### src/rtl/ofq_pkg.sv
// ----------------------------------------------------------------------------
// ofq_pkg
// Shared types, constants and helpers of the offset u16 quantize/dequantize
// pipeline.
// ----------------------------------------------------------------------------
package ofq_pkg;

	localparam int QUO_W          = 26;
	localparam int BITS_PER_STAGE = 2;
	localparam int DIV_STAGES     = QUO_W / BITS_PER_STAGE;

	localparam logic [31:0] SCALE_RESET = 32'h3F80_0000;
	localparam logic [15:0] CODE_OFFSET = 16'h8000;
	localparam logic [15:0] CODE_MAX    = 16'hFFFF;
	localparam logic [31:0] F32_QNAN    = 32'h0040_0000;
	localparam logic [31:0] F32_DEF_NAN = 32'hFFC0_0000;

	typedef enum logic [1:0] {
		FN_Q32 = 2'd0,
		FN_D32 = 2'd1,
		FN_Q16 = 2'd2,
		FN_D16 = 2'd3
	} func_t;

	// quotient class, decided up front
	typedef enum logic [1:0] {
		QC_DIV  = 2'd0,
		QC_ZERO = 2'd1,
		QC_MAX  = 2'd2
	} qcls_t;

	typedef struct packed {
		func_t              func;
		qcls_t              qcls;
		logic signed [9:0]  qexp;
		logic [24:0]        rem;
		logic [23:0]        dvs;
		logic [25:0]        quo;
		logic [31:0]        dq;
	} pipe_t;

	typedef struct packed {
		pipe_t       p;
		logic [39:0] prod;
		logic [7:0]  ses;
		logic        ssign;
		logic        dq_sp;
	} front_t;

	function automatic logic [4:0] msb24(input logic [23:0] x);
		logic [4:0] r;
		r = '0;
		for (int i = 0; i < 24; i++) begin
			if (x[i]) r = 5'(i);
		end
		return r;
	endfunction

	function automatic logic [5:0] msb40(input logic [39:0] x);
		logic [5:0] r;
		r = '0;
		for (int i = 0; i < 40; i++) begin
			if (x[i]) r = 6'(i);
		end
		return r;
	endfunction

endpackage

### src/rtl/ofq_mul_round.sv
// ----------------------------------------------------------------------------
// ofq_mul_round
// Normalizes and rounds the exact code times scale product to single
// precision, including subnormal and overflow results.
// ----------------------------------------------------------------------------
module ofq_mul_round import ofq_pkg::*; (
	input  logic   clk,
	input  logic   arst_n,
	input  logic   en,
	input  logic   v_in,
	input  front_t d_in,
	output logic   v_s2,
	output pipe_t  d_s2
);

	logic signed [9:0] ka, kb, k, bexp;
	logic [39:0]       shl, shr;
	logic [4:0]        rsh;
	logic [23:0]       m24;
	logic              g, st;
	logic [24:0]       mr;
	logic [22:0]       mant;
	pipe_t             d;

	always_comb begin
		ka  = $signed({4'b0000, msb40(d_in.prod)}) - 10'sd23;
		kb  = 10'sd1 - $signed({2'b00, d_in.ses});
		k   = (ka > kb) ? ka : kb;
		rsh = k[4:0];
		shl = d_in.prod << (5'd0 - rsh);
		shr = d_in.prod >> rsh;
		if (k <= 10'sd0) begin
			m24 = shl[23:0];
			g   = 1'b0;
			st  = 1'b0;
		end else begin
			m24 = shr[23:0];
			g   = d_in.prod[{1'b0, rsh - 5'd1}];
			st  = (d_in.prod & ((40'd1 << (rsh - 5'd1)) - 40'd1)) != 40'd0;
		end
		mr   = {1'b0, m24} + {24'd0, g & (st | m24[0])};
		bexp = k + $signed({2'b00, d_in.ses});
		if (mr[24]) begin
			bexp = bexp + 10'sd1;
			mant = '0;
		end else if (mr[23]) begin
			mant = mr[22:0];
		end else begin
			bexp = '0;
			mant = mr[22:0];
		end

		d = d_in.p;
		if (!d_in.dq_sp) begin
			if (bexp >= 10'sd255) begin
				d.dq = {d_in.ssign, 8'hFF, 23'd0};
			end else begin
				d.dq = {d_in.ssign, bexp[7:0], mant};
			end
		end
	end

	always_ff @(posedge clk or negedge arst_n) begin
		if (!arst_n) begin
			v_s2 <= 1'b0;
		end else if (en) begin
			v_s2 <= v_in;
		end
	end

	always_ff @(posedge clk) begin
		if (en) begin
			d_s2 <= d;
		end
	end

endmodule

### config.mk
export PLATFORM = sky130hd
export DESIGN_NAME = ofq_mul_round
export DESIGN_NICKNAME = d
export VERILOG_FILES = /design/src/rtl/ofq_pkg.sv /design/src/rtl/ofq_mul_round.sv
export SDC_FILE = /design/constraint.sdc
export NUM_CORES = 1
export LEC_CHECK = 0
export BUFFER_PORTS_ARGS = -buffer_cell sky130_fd_sc_hd__buf_4
export CORE_ASPECT_RATIO = 0.75
export CORE_MARGIN = 2
export CORE_UTILIZATION = 38
export DETAILED_ROUTE_END_ITERATION = 10
export PLACE_DENSITY = 0.64
export SLEW_MARGIN = 0
export SYNTH_ARGS = -nofsm -noshare
export SYNTH_HDL_FRONTEND = slang
export SYNTH_SLANG_ARGS = --single-unit
export TNS_END_PERCENT = 20
### constraint.sdc
create_clock -name clk -period 0.81 [get_ports clk]
set_input_delay 0.162 -clock clk [delete_from_list [all_inputs] [get_ports clk]]
set_output_delay 0.162 -clock clk [all_outputs]
set_load 0.01 [all_outputs]
==> impl_metrics.ini, run 1 <==
[status]
run_status = complete, but fails checks
failed_checks = hold timing, setup timing

[floorplanning]
ioPinCount = 297
core-area_um2 = 31300
die_h_um = 159
start_util_pct = 38.6
floorplan_die_width_um = 210
rows = 56
floorplan.die_area_um2 = 33300

[timing]
timing_max_transition_violations_final = 0
worst_pin_slew_ns = 0.752
final.setup.tns_ns = -259.31
setup_viol = 153
worst_hold_slack_ns = -0.00876
fin_worst_skew_ns = 0
rsz0062_at_grt = yes
post-route-worst-setup-slack_ns = -7.04
min_period_ns = 7.85
highest_clock_rate_ghz = 0.127
timing.slew.headroom_pct = 49.9
finalHoldViolCount = 5
min_period_over_period_pct = 969

[clock_network]
htree_levels = 4
numCtsBuffers = 25
worst_skew_pair.late_latency_ns = 0.47
clock_tree.root_cell = clkbuf_16
cts.sinks = 122
clk_transition_reported_paths_ns = 0.05
tritoncts = built
hold_buffers = 91
cts.path.max_buffers = 3

[yosys]
synth_top_cells_by_count = nand2_1, edfxtp_1, nor2_1, mux2i_1, nand3_1
library_cells_used_by_synthesis = 115
post-synth-top-area-fraction_pct = 30.0
postSynth.asyncResetShare_pct = 0.820
synth_most_common_cell = nand2_1
synthesis.area_um2 = 12100
number_of_nets_in_the_synthesized_netlist = 1566
netlist_top_cells_area = edfxtp_1, mux2i_1, nand2_1
synth_warnings = 0
ys.flop_type = edfxtp_1
synth_cells = 1359
yosys.area.top_type = edfxtp_1
synth_enable_flop_cells = 121
syn_avg_cell_area_um2 = 8.90
synth_seq_area_share_pct = 30.2
yosys_register_bits = 122

[global_route]
grt-ovfl-total = 0
antenna_found_initial = 0
track_usage_pct = 36.0
vias_in_the_first_global_route = 15300
first_pass_grt_wire_length_um = 91300
grt_max_degree = 53

[final_layout]
area.sequential_um2 = 3660
final_layout_fill_cell_count = 2398
multi_input_area_um2 = 8440
drive_above_1_share_pct = 47.2
antenna_cells_inserted = 0
final_nets = 2417
finalNonFillerCells = 2621
layout.cell_area.non_filler_um2 = 21200
layout-area-overhead-vs-synth_pct = 75.6

[drt]
finalWirelength_um = 62800
met2_wl_um = 28200
drt-met1-wl_um = 26100
route.top_layer_used = met4
drt_pass1_iterations = 6
routed-wl-met3_um = 7060
drt_iter0_markers = 2243
via_per_inst = 5.95
drt.antenna.violating_nets = 0
via_count = 15600
drcViolationCount = 0
routedWlPerCell_um = 24.0

[setup_path]
worstPathRequired_ns = 1.14
setup.worst_path.end_class = register
critical-path-top-cell-by-count = buf_4
cp-start-kind = input pin
worst_path_largest_cell_delay_ns = 0.40
cpMaxStageDelayCell = a2111oi_2
crit_type = input pin to register
arrival_ns = 8.18
crit_fanout = 8

[job]
cap_viol_max_count = 0

[power_and_ir_drop]
total_leakage_power_uw = 0.00925
pwr_density_cell_nw_per_um2 = 1780
irDropWorstVdd_v = 0.00116

[placed_design]
dpl-instance-area_um2 = 18300
final_replace_weighted_congestion = 1.02
dp.final_hpwl_um = 45300
place.port_buffers = 296
dp_worst_setup_slack_ns = -8.00
placed_cells_incl_taps = 2452

[min_path]
worstHoldPathType = input pin to register
[worst paths after layout]
path / startpoint / to / slack, ns / depth (start not counted)
worst max-delay path: d_in[29] / d_s2[12] / -7.04 / 45
worst min-delay path: d_in[61] / d_s2[11] / -0.009 / 2
worst max register to register: v_s2 / v_s2 / 0.05 / 1
worst min register to register: v_s2 / v_s2 / 0.54 / 1
max in group asynchronous: arst_n / v_s2 / 0.73 / 2
min in group asynchronous: arst_n / v_s2 / 0 / 2
[layout make-up]
cell class                      count  area share (%)
Clock buffer                       28            3.00
Clock inverter                      4          0.0766
Tap cell                          406            2.39
Inverter                           40           0.801
Sequential cell                   122            17.2
Timing Repair Buffer              926            36.8
Multi-Input combinational cell   1095            39.7
[logic make-up after synthesis]
group	after synthesis	share of synthesized area (%)
flip-flops	122	30.2
AND/OR/NAND/NOR	457	19.2
buffers and inverters	144	5.40
adder cells (fa/ha/maj)	34	3.54
AO/OA/AOI/OAI	431	26.7
XOR/XNOR	51	4.00
multiplexers	120	10.9
[through the flow]
| step | utilization, % | power, µW |
|---|---|---|
| 6_report | 67.8 | 37900 |
| 4_1_cts | 67.3 | 36500 |
| 2_1_floorplan | - | 17200 |
| 3_5_place_dp | 58.4 | 26200 |
| 5_1_grt | 67.8 | 39200 |
| 3_3_place_gp | 58.4 | 26100 |
[power breakdown]
part | total, µW | internal, µW | switching [µW]
sequential | 8060 | 7690 | 372
combinational | 21200 | 10400 | 10800
clock | 8590 | 5480 | 3110
total | 37900 | 23600 | 14300
[cells in the final DEF (no fill, tap or decap), types with 45 or more instances in the layout]
cell type / count
dlygate4sd3_1: 91
mux2i_1: 68
buf_4: 694
nand2_1: 116
a21oi_1: 62
edfxtp_1: 121
o21ai_0: 58
nor2_1: 85
o211ai_1: 45
buf_6: 128
nand3_1: 65
[registers in the layout, summed over array words and instances (netlist names)]
name,cells
d_s2,121
v_s2,1
[critical path: cells and delay by family]
kind	cells	cell delay, ns
AND/OR/NAND/NOR	13	1.94
buffers and inverters	9	1.10
AO/OA/AOI/OAI	19	4.13
adder cells (fa/ha/maj)	4	0.83
[layer usage]
layer	vias to the layer above	GRT usage, %
li1	6971	-
met1	7448	51.0
met2	1052	55.5
met3	134	8.13
met4	0	8.61
met5	-	0
[timing repair]
item / in CTS / in global routing
buffers inserted: 40 / 6
cloned: 4 / 0
setup endpoints to repair: 153 / 153
gates resized for setup: 192 / 48
endpoints found under the hold margin: 101 / 5
pin swaps: 52 / 17
Note: power is estimated with default switching activity, not from simulation.
==> run 2: changes to the inputs <==
- clock period: 0.81 -> 8.82 ns (I/O delays scaled with it)
==> impl_metrics.ini, run 2 (synthesis gave the netlist of run 1 again) <==
[status]
run_status = complete, but fails checks
failed_checks = setup timing

[timing]
timing_max_transition_violations_final = 0
rsz0062_at_grt = yes
min_period_ns = 9.46
min_period_over_period_pct = 107
finalHoldViolCount = 0
highest_clock_rate_ghz = 0.106
worst_pin_slew_ns = 0.926
fin_worst_skew_ns = 0
setup_viol = 31
post-route-worst-setup-slack_ns = -0.635
timing.slew.headroom_pct = 38.3

[final_layout]
layout-area-overhead-vs-synth_pct = 60.7
final_layout_fill_cell_count = 2673
antenna_cells_inserted = 0
leading_cell_type_in_the_layout_fill_and_taps_excluded = buf_4
drive_above_1_share_pct = 47.9
registers.top_by_ff_count = d_s2
final_nets = 2277
area.sequential_um2 = 3660
multi_input_area_um2 = 8380
layout.cell_area.non_filler_um2 = 19500
most-common-layout-cells = buf_4, edfxtp_1, nand2_1
registers_with_the_most_flip_flops = d_s2 x121, v_s2 x1
largest_register_ffs = 121

[job]
cap_viol_max_count = 0

[setup_path]
crit_fanout = 9
arrival_ns = 9.77
reg2reg_setup_slack_ns = 8.07
worstPathRequired_ns = 9.14
worst_path_largest_cell_delay_ns = 0.53
setup.worst_path.end_class = register
cp-start-kind = input pin
cpMaxStageDelayCell = or4_4
critical-path-top-cell-by-count = o211ai_1
crit_type = input pin to register

[min_path]
worstHoldPathType = register to register

[drt]
drt.antenna.violating_nets = 0
via_count = 14800
drt_pass1_iterations = 6
drt_iter0_markers = 2078
finalWirelength_um = 57000
routedWlPerCell_um = 23.0
via_per_inst = 5.95
drcViolationCount = 0

[floorplanning]
floorplan_die_width_um = 210
core-area_um2 = 31300
start_util_pct = 38.6
ioPinCount = 297
die_h_um = 159
rows = 56
floorplan.die_area_um2 = 33300

[power_and_ir_drop]
total_leakage_power_uw = 0.00843
irDropWorstVdd_v = 0.000127
pwr_density_cell_nw_per_um2 = 172
power_uw = 3340

[placed_design]
dp.final_hpwl_um = 44700
place.port_buffers = 296
final_replace_weighted_congestion = 0.999
dpl-instance-area_um2 = 18000

[global_route]
grt-ovfl-total = 0
track_usage_pct = 32.3
antenna_found_initial = 0
first_pass_grt_wire_length_um = 82400
grt_max_degree = 71
vias_in_the_first_global_route = 14000

[clock_network]
worst_skew_pair.late_latency_ns = 0.47
cts.path.max_buffers = 3
hold_buffers = 0
clk_transition_reported_paths_ns = 0.06
clock_tree.root_cell = clkbuf_16
htree_levels = 4
tritoncts = built
numCtsBuffers = 25
cts.sinks = 122
-- run 2: cell count changes in the layout (fill, tap and decap cells not counted), moves of 3 or more --
| cell | change |
|---|---|
| buf_8 | -3 |
| buf_4 | +75 |
| mux2_2 | +5 |
| dlygate4sd3_1 | -91 |
| mux2_4 | -6 |
| o21ai_0 | +4 |
| o21ai_1 | -5 |
| buf_6 | -117 |
-- run 2: layer usage --
| layer | GRT usage [%] | share of wire (%) | vias to the layer above | wire [µm] |
|---|---|---|---|---|
| li1 | - | - | 6692 | - |
| met2 | 48.2 | 44 | 830 | 25000 |
| met5 | 0 | 0 | - | 0 |
| met4 | 6.72 | 1.6 | 0 | 913 |
| met3 | 7.08 | 10 | 86 | 5750 |
| met1 | 47.7 | 45 | 7144 | 25400 |
-- run 2: layout make-up --
class                           instances  area share (%)
Inverter                               40           0.875
Sequential cell                       122            18.8
Tap cell                              406            2.61
Clock inverter                          5           0.238
Multi-Input combinational cell       1093            43.1
Clock buffer                           26            3.24
Timing Repair Buffer                  788            31.1
-- run 2: critical path, delay by kind of cell --
| kind | cells | cell delay, ns |
|---|---|---|
| muxes | 4 | 0.97 |
| buffers and inverters | 7 | 0.90 |
| adders and majority gates | 3 | 0.74 |
| AOI/OAI and AO/OA | 15 | 2.96 |
| and+or+nand+nor | 12 | 2.41 |
-- run 2: worst paths after layout --
path,start,endpoint,depth (start not counted)
setup / recovery,d_in[12],d_s2[1],41
max in group asynchronous,arst_n,v_s2,1
setup reg to reg,v_s2,v_s2,1
hold / removal,v_s2,v_s2,1
hold reg to reg,v_s2,v_s2,1
min in group asynchronous,arst_n,v_s2,1
-- run 2: timing repair --
action                                  in CTS  in global routing
gates cloned                                 1                  0
pin swaps                                   29                 39
endpoints found under the setup margin      31                 31
resized for setup                           36                 61
endpoints found under the hold margin        0                  0
setup buffers                               32                 13
-- run 2: through the flow --
step	setup slack, ns	TNS (ns)	hold WS, ns	util [%]	instances
CTS	-0.534	-14.58	0.528	61.0	2470
detailed placement	-1.63	-48.71	0.515	57.5	2406
global route	-0.854	-24.26	0.543	62.1	2480
finish	-0.635	-17.16	0.527	62.1	2480
floorplan	-1.33	-37.51	0.551	-	1359
global placement	-1.26	-38.15	0.490	57.5	2406
-- run 2: power by group --
group	internal, µW	switching (µW)
Clock	528	261
Combinational	875	952
Sequential	705	21.0
==> run 3: changes to the inputs <==
- BUFFER_PORTS_ARGS: -buffer_cell sky130_fd_sc_hd__buf_4 -> unset
- DONT_BUFFER_PORTS: unset -> 1
- PLACE_DENSITY: 0.64 -> 0.56
==> impl_metrics.ini, run 3 (synthesis gave the netlist of run 1 again) <==
[global_route]
first_pass_grt_wire_length_um = 77700
vias_in_the_first_global_route = 12300
grt-ovfl-total = 0
track_usage_pct = 30.7
antenna_found_initial = 4
grt_max_degree = 123

[final_layout]
registers.top_by_ff_count = d_s2
layout-area-overhead-vs-synth_pct = 37.4
most-common-layout-cells = buf_4, edfxtp_1, nand2_1
largest_register_ffs = 121
leading_cell_type_in_the_layout_fill_and_taps_excluded = buf_4
registers_with_the_most_flip_flops = d_s2 x121, v_s2 x1
finalNonFillerCells = 2120
final_nets = 1913
drive_above_1_share_pct = 35.9
layout.cell_area.non_filler_um2 = 16600
layout.core_utilization_pct = 53.1

[min_path]
worstHoldPathType = register to register

[floorplanning]
floorplan.die_area_um2 = 33300
core-area_um2 = 31300
floorplan_die_width_um = 210
ioPinCount = 297
start_util_pct = 38.6
rows = 56
die_h_um = 159

[setup_path]
setup.worst_path.end_class = register
crit_fanout = 8
worst_path_largest_cell_delay_ns = 0.57
cp-start-kind = input pin
crit_type = input pin to register
worstPathRequired_ns = 9.13
cpMaxStageDelayCell = or4_4
critical-path-top-cell-by-count = o211ai_1
arrival_ns = 9.77

[clock_network]
htree_levels = 4
numCtsBuffers = 25
clock_tree.root_cell = clkbuf_16
clk_transition_reported_paths_ns = 0.05
tritoncts = built
cts.sinks = 122
hold_buffers = 0
worst_skew_pair.late_latency_ns = 0.45
cts.path.max_buffers = 3

[timing]
post-route-worst-setup-slack_ns = -0.638
worst_hold_slack_ns = 0.604
worst_pin_slew_ns = 0.805
highest_clock_rate_ghz = 0.106
min_period_ns = 9.46
timing.slew.headroom_pct = 46.4
setup_viol = 31
fin_worst_skew_ns = 0
rsz0062_at_grt = yes
timing_max_transition_violations_final = 0
finalHoldViolCount = 0
min_period_over_period_pct = 107

[power_and_ir_drop]
power_frac_clock_pct = 25.0
seqPwrFrac_pct = 24.6
cell_int_power_uw = 1990
swShare_pct = 36.3
pwr_density_cell_nw_per_um2 = 188
comb_power_share_pct = 50.4
irDropWorstVdd_v = 0.000119
power_uw = 3120
total_leakage_power_uw = 0.00668
power.net_switching_uw = 1130

[job]
cap_viol_max_count = 0

[placed_design]
final_replace_weighted_congestion = 0.989
place.port_buffers = 0
dpl-instance-area_um2 = 15400
dp.final_hpwl_um = 42300
placed_cells_incl_taps = 2068

[drt]
route.top_layer_used = met5
drt_iter0_markers = 1806
drt-met1-wl_um = 25000
finalWirelength_um = 53800
routed-wl-met3_um = 5170
routedWlPerCell_um = 25.4
met2_wl_um = 23000
drt.antenna.violating_nets = 0
via_count = 13100
drcViolationCount = 0
drt_pass1_iterations = 5
via_per_inst = 6.20

[status]
run_status = complete, but fails checks
failed_checks = setup timing
run 3: worst max-delay path: cells and delay by family:
family                   cells  cell delay [ns]
multiplexers                 3             0.81
adder cells (fa/ha/maj)      3             0.71
buffers and inverters        9             1.18
AO/OA/AOI/OAI               15             2.75
XOR/XNOR                     1             0.08
AND/OR/NAND/NOR             12             2.45
run 3: path summary, 6_finish.rpt:
path	startpoint	to	slack [ns]	cells past startpoint
worst max-delay path	d_in[12]	d_s2[3]	-0.64	43
worst min-delay path	v_s2	v_s2	0.60	1
worst max register to register	v_s2	v_s2	8.01	1
worst min register to register	v_s2	v_s2	0.60	1
max in group asynchronous	arst_n	v_s2	7.74	0
min in group asynchronous	arst_n	v_s2	1.01	0
run 3: repair_timing:
action | 4_1_cts | 5_1_grt
setup endpoints to repair | 31 | 31
gates resized for setup | 23 | 46
setup buffers | 7 | 7
pin swaps | 22 | 33
cloned | 1 | 2
run 3: area by class of cell:
class / instances / area [µm²]
tap: 406 / 508
inverter: 40 / 170
multi-input combinational: 1093 / 8240
clock inverter: 7 / 58.8
sequential: 122 / 3660
fill: 2887 / 14700
clock buffer: 26 / 629
antenna: 2 / 5.00
timing repair buffer: 424 / 3360
run 3: stage by stage:
stage	TNS, ns	setup WS, ns
global route	-25.80	-0.912
detailed placement	-38.62	-1.28
global placement	-35.40	-1.15
floorplan	-37.51	-1.33
CTS	-14.29	-0.519
finish	-17.54	-0.638
run 3: power by group through the flow:
| stage | Sequential (µW) | Combinational (µW) | Clock, µW |
|---|---|---|---|
| detailed placement | 779 | 1450 | 0 |
| global placement | 780 | 1450 | 0 |
| global route | 772 | 1660 | 824 |
| CTS | 769 | 1480 | 794 |
| floorplan | 760 | 816 | 0 |
| finish | 768 | 1570 | 781 |
run 3: layer usage:
metal,track usage [%],vias to the layer above
met5,0,-
met3,6.92,45
li1,-,5981
met4,4.05,4
met1,46.6,6418
met2,44.9,688
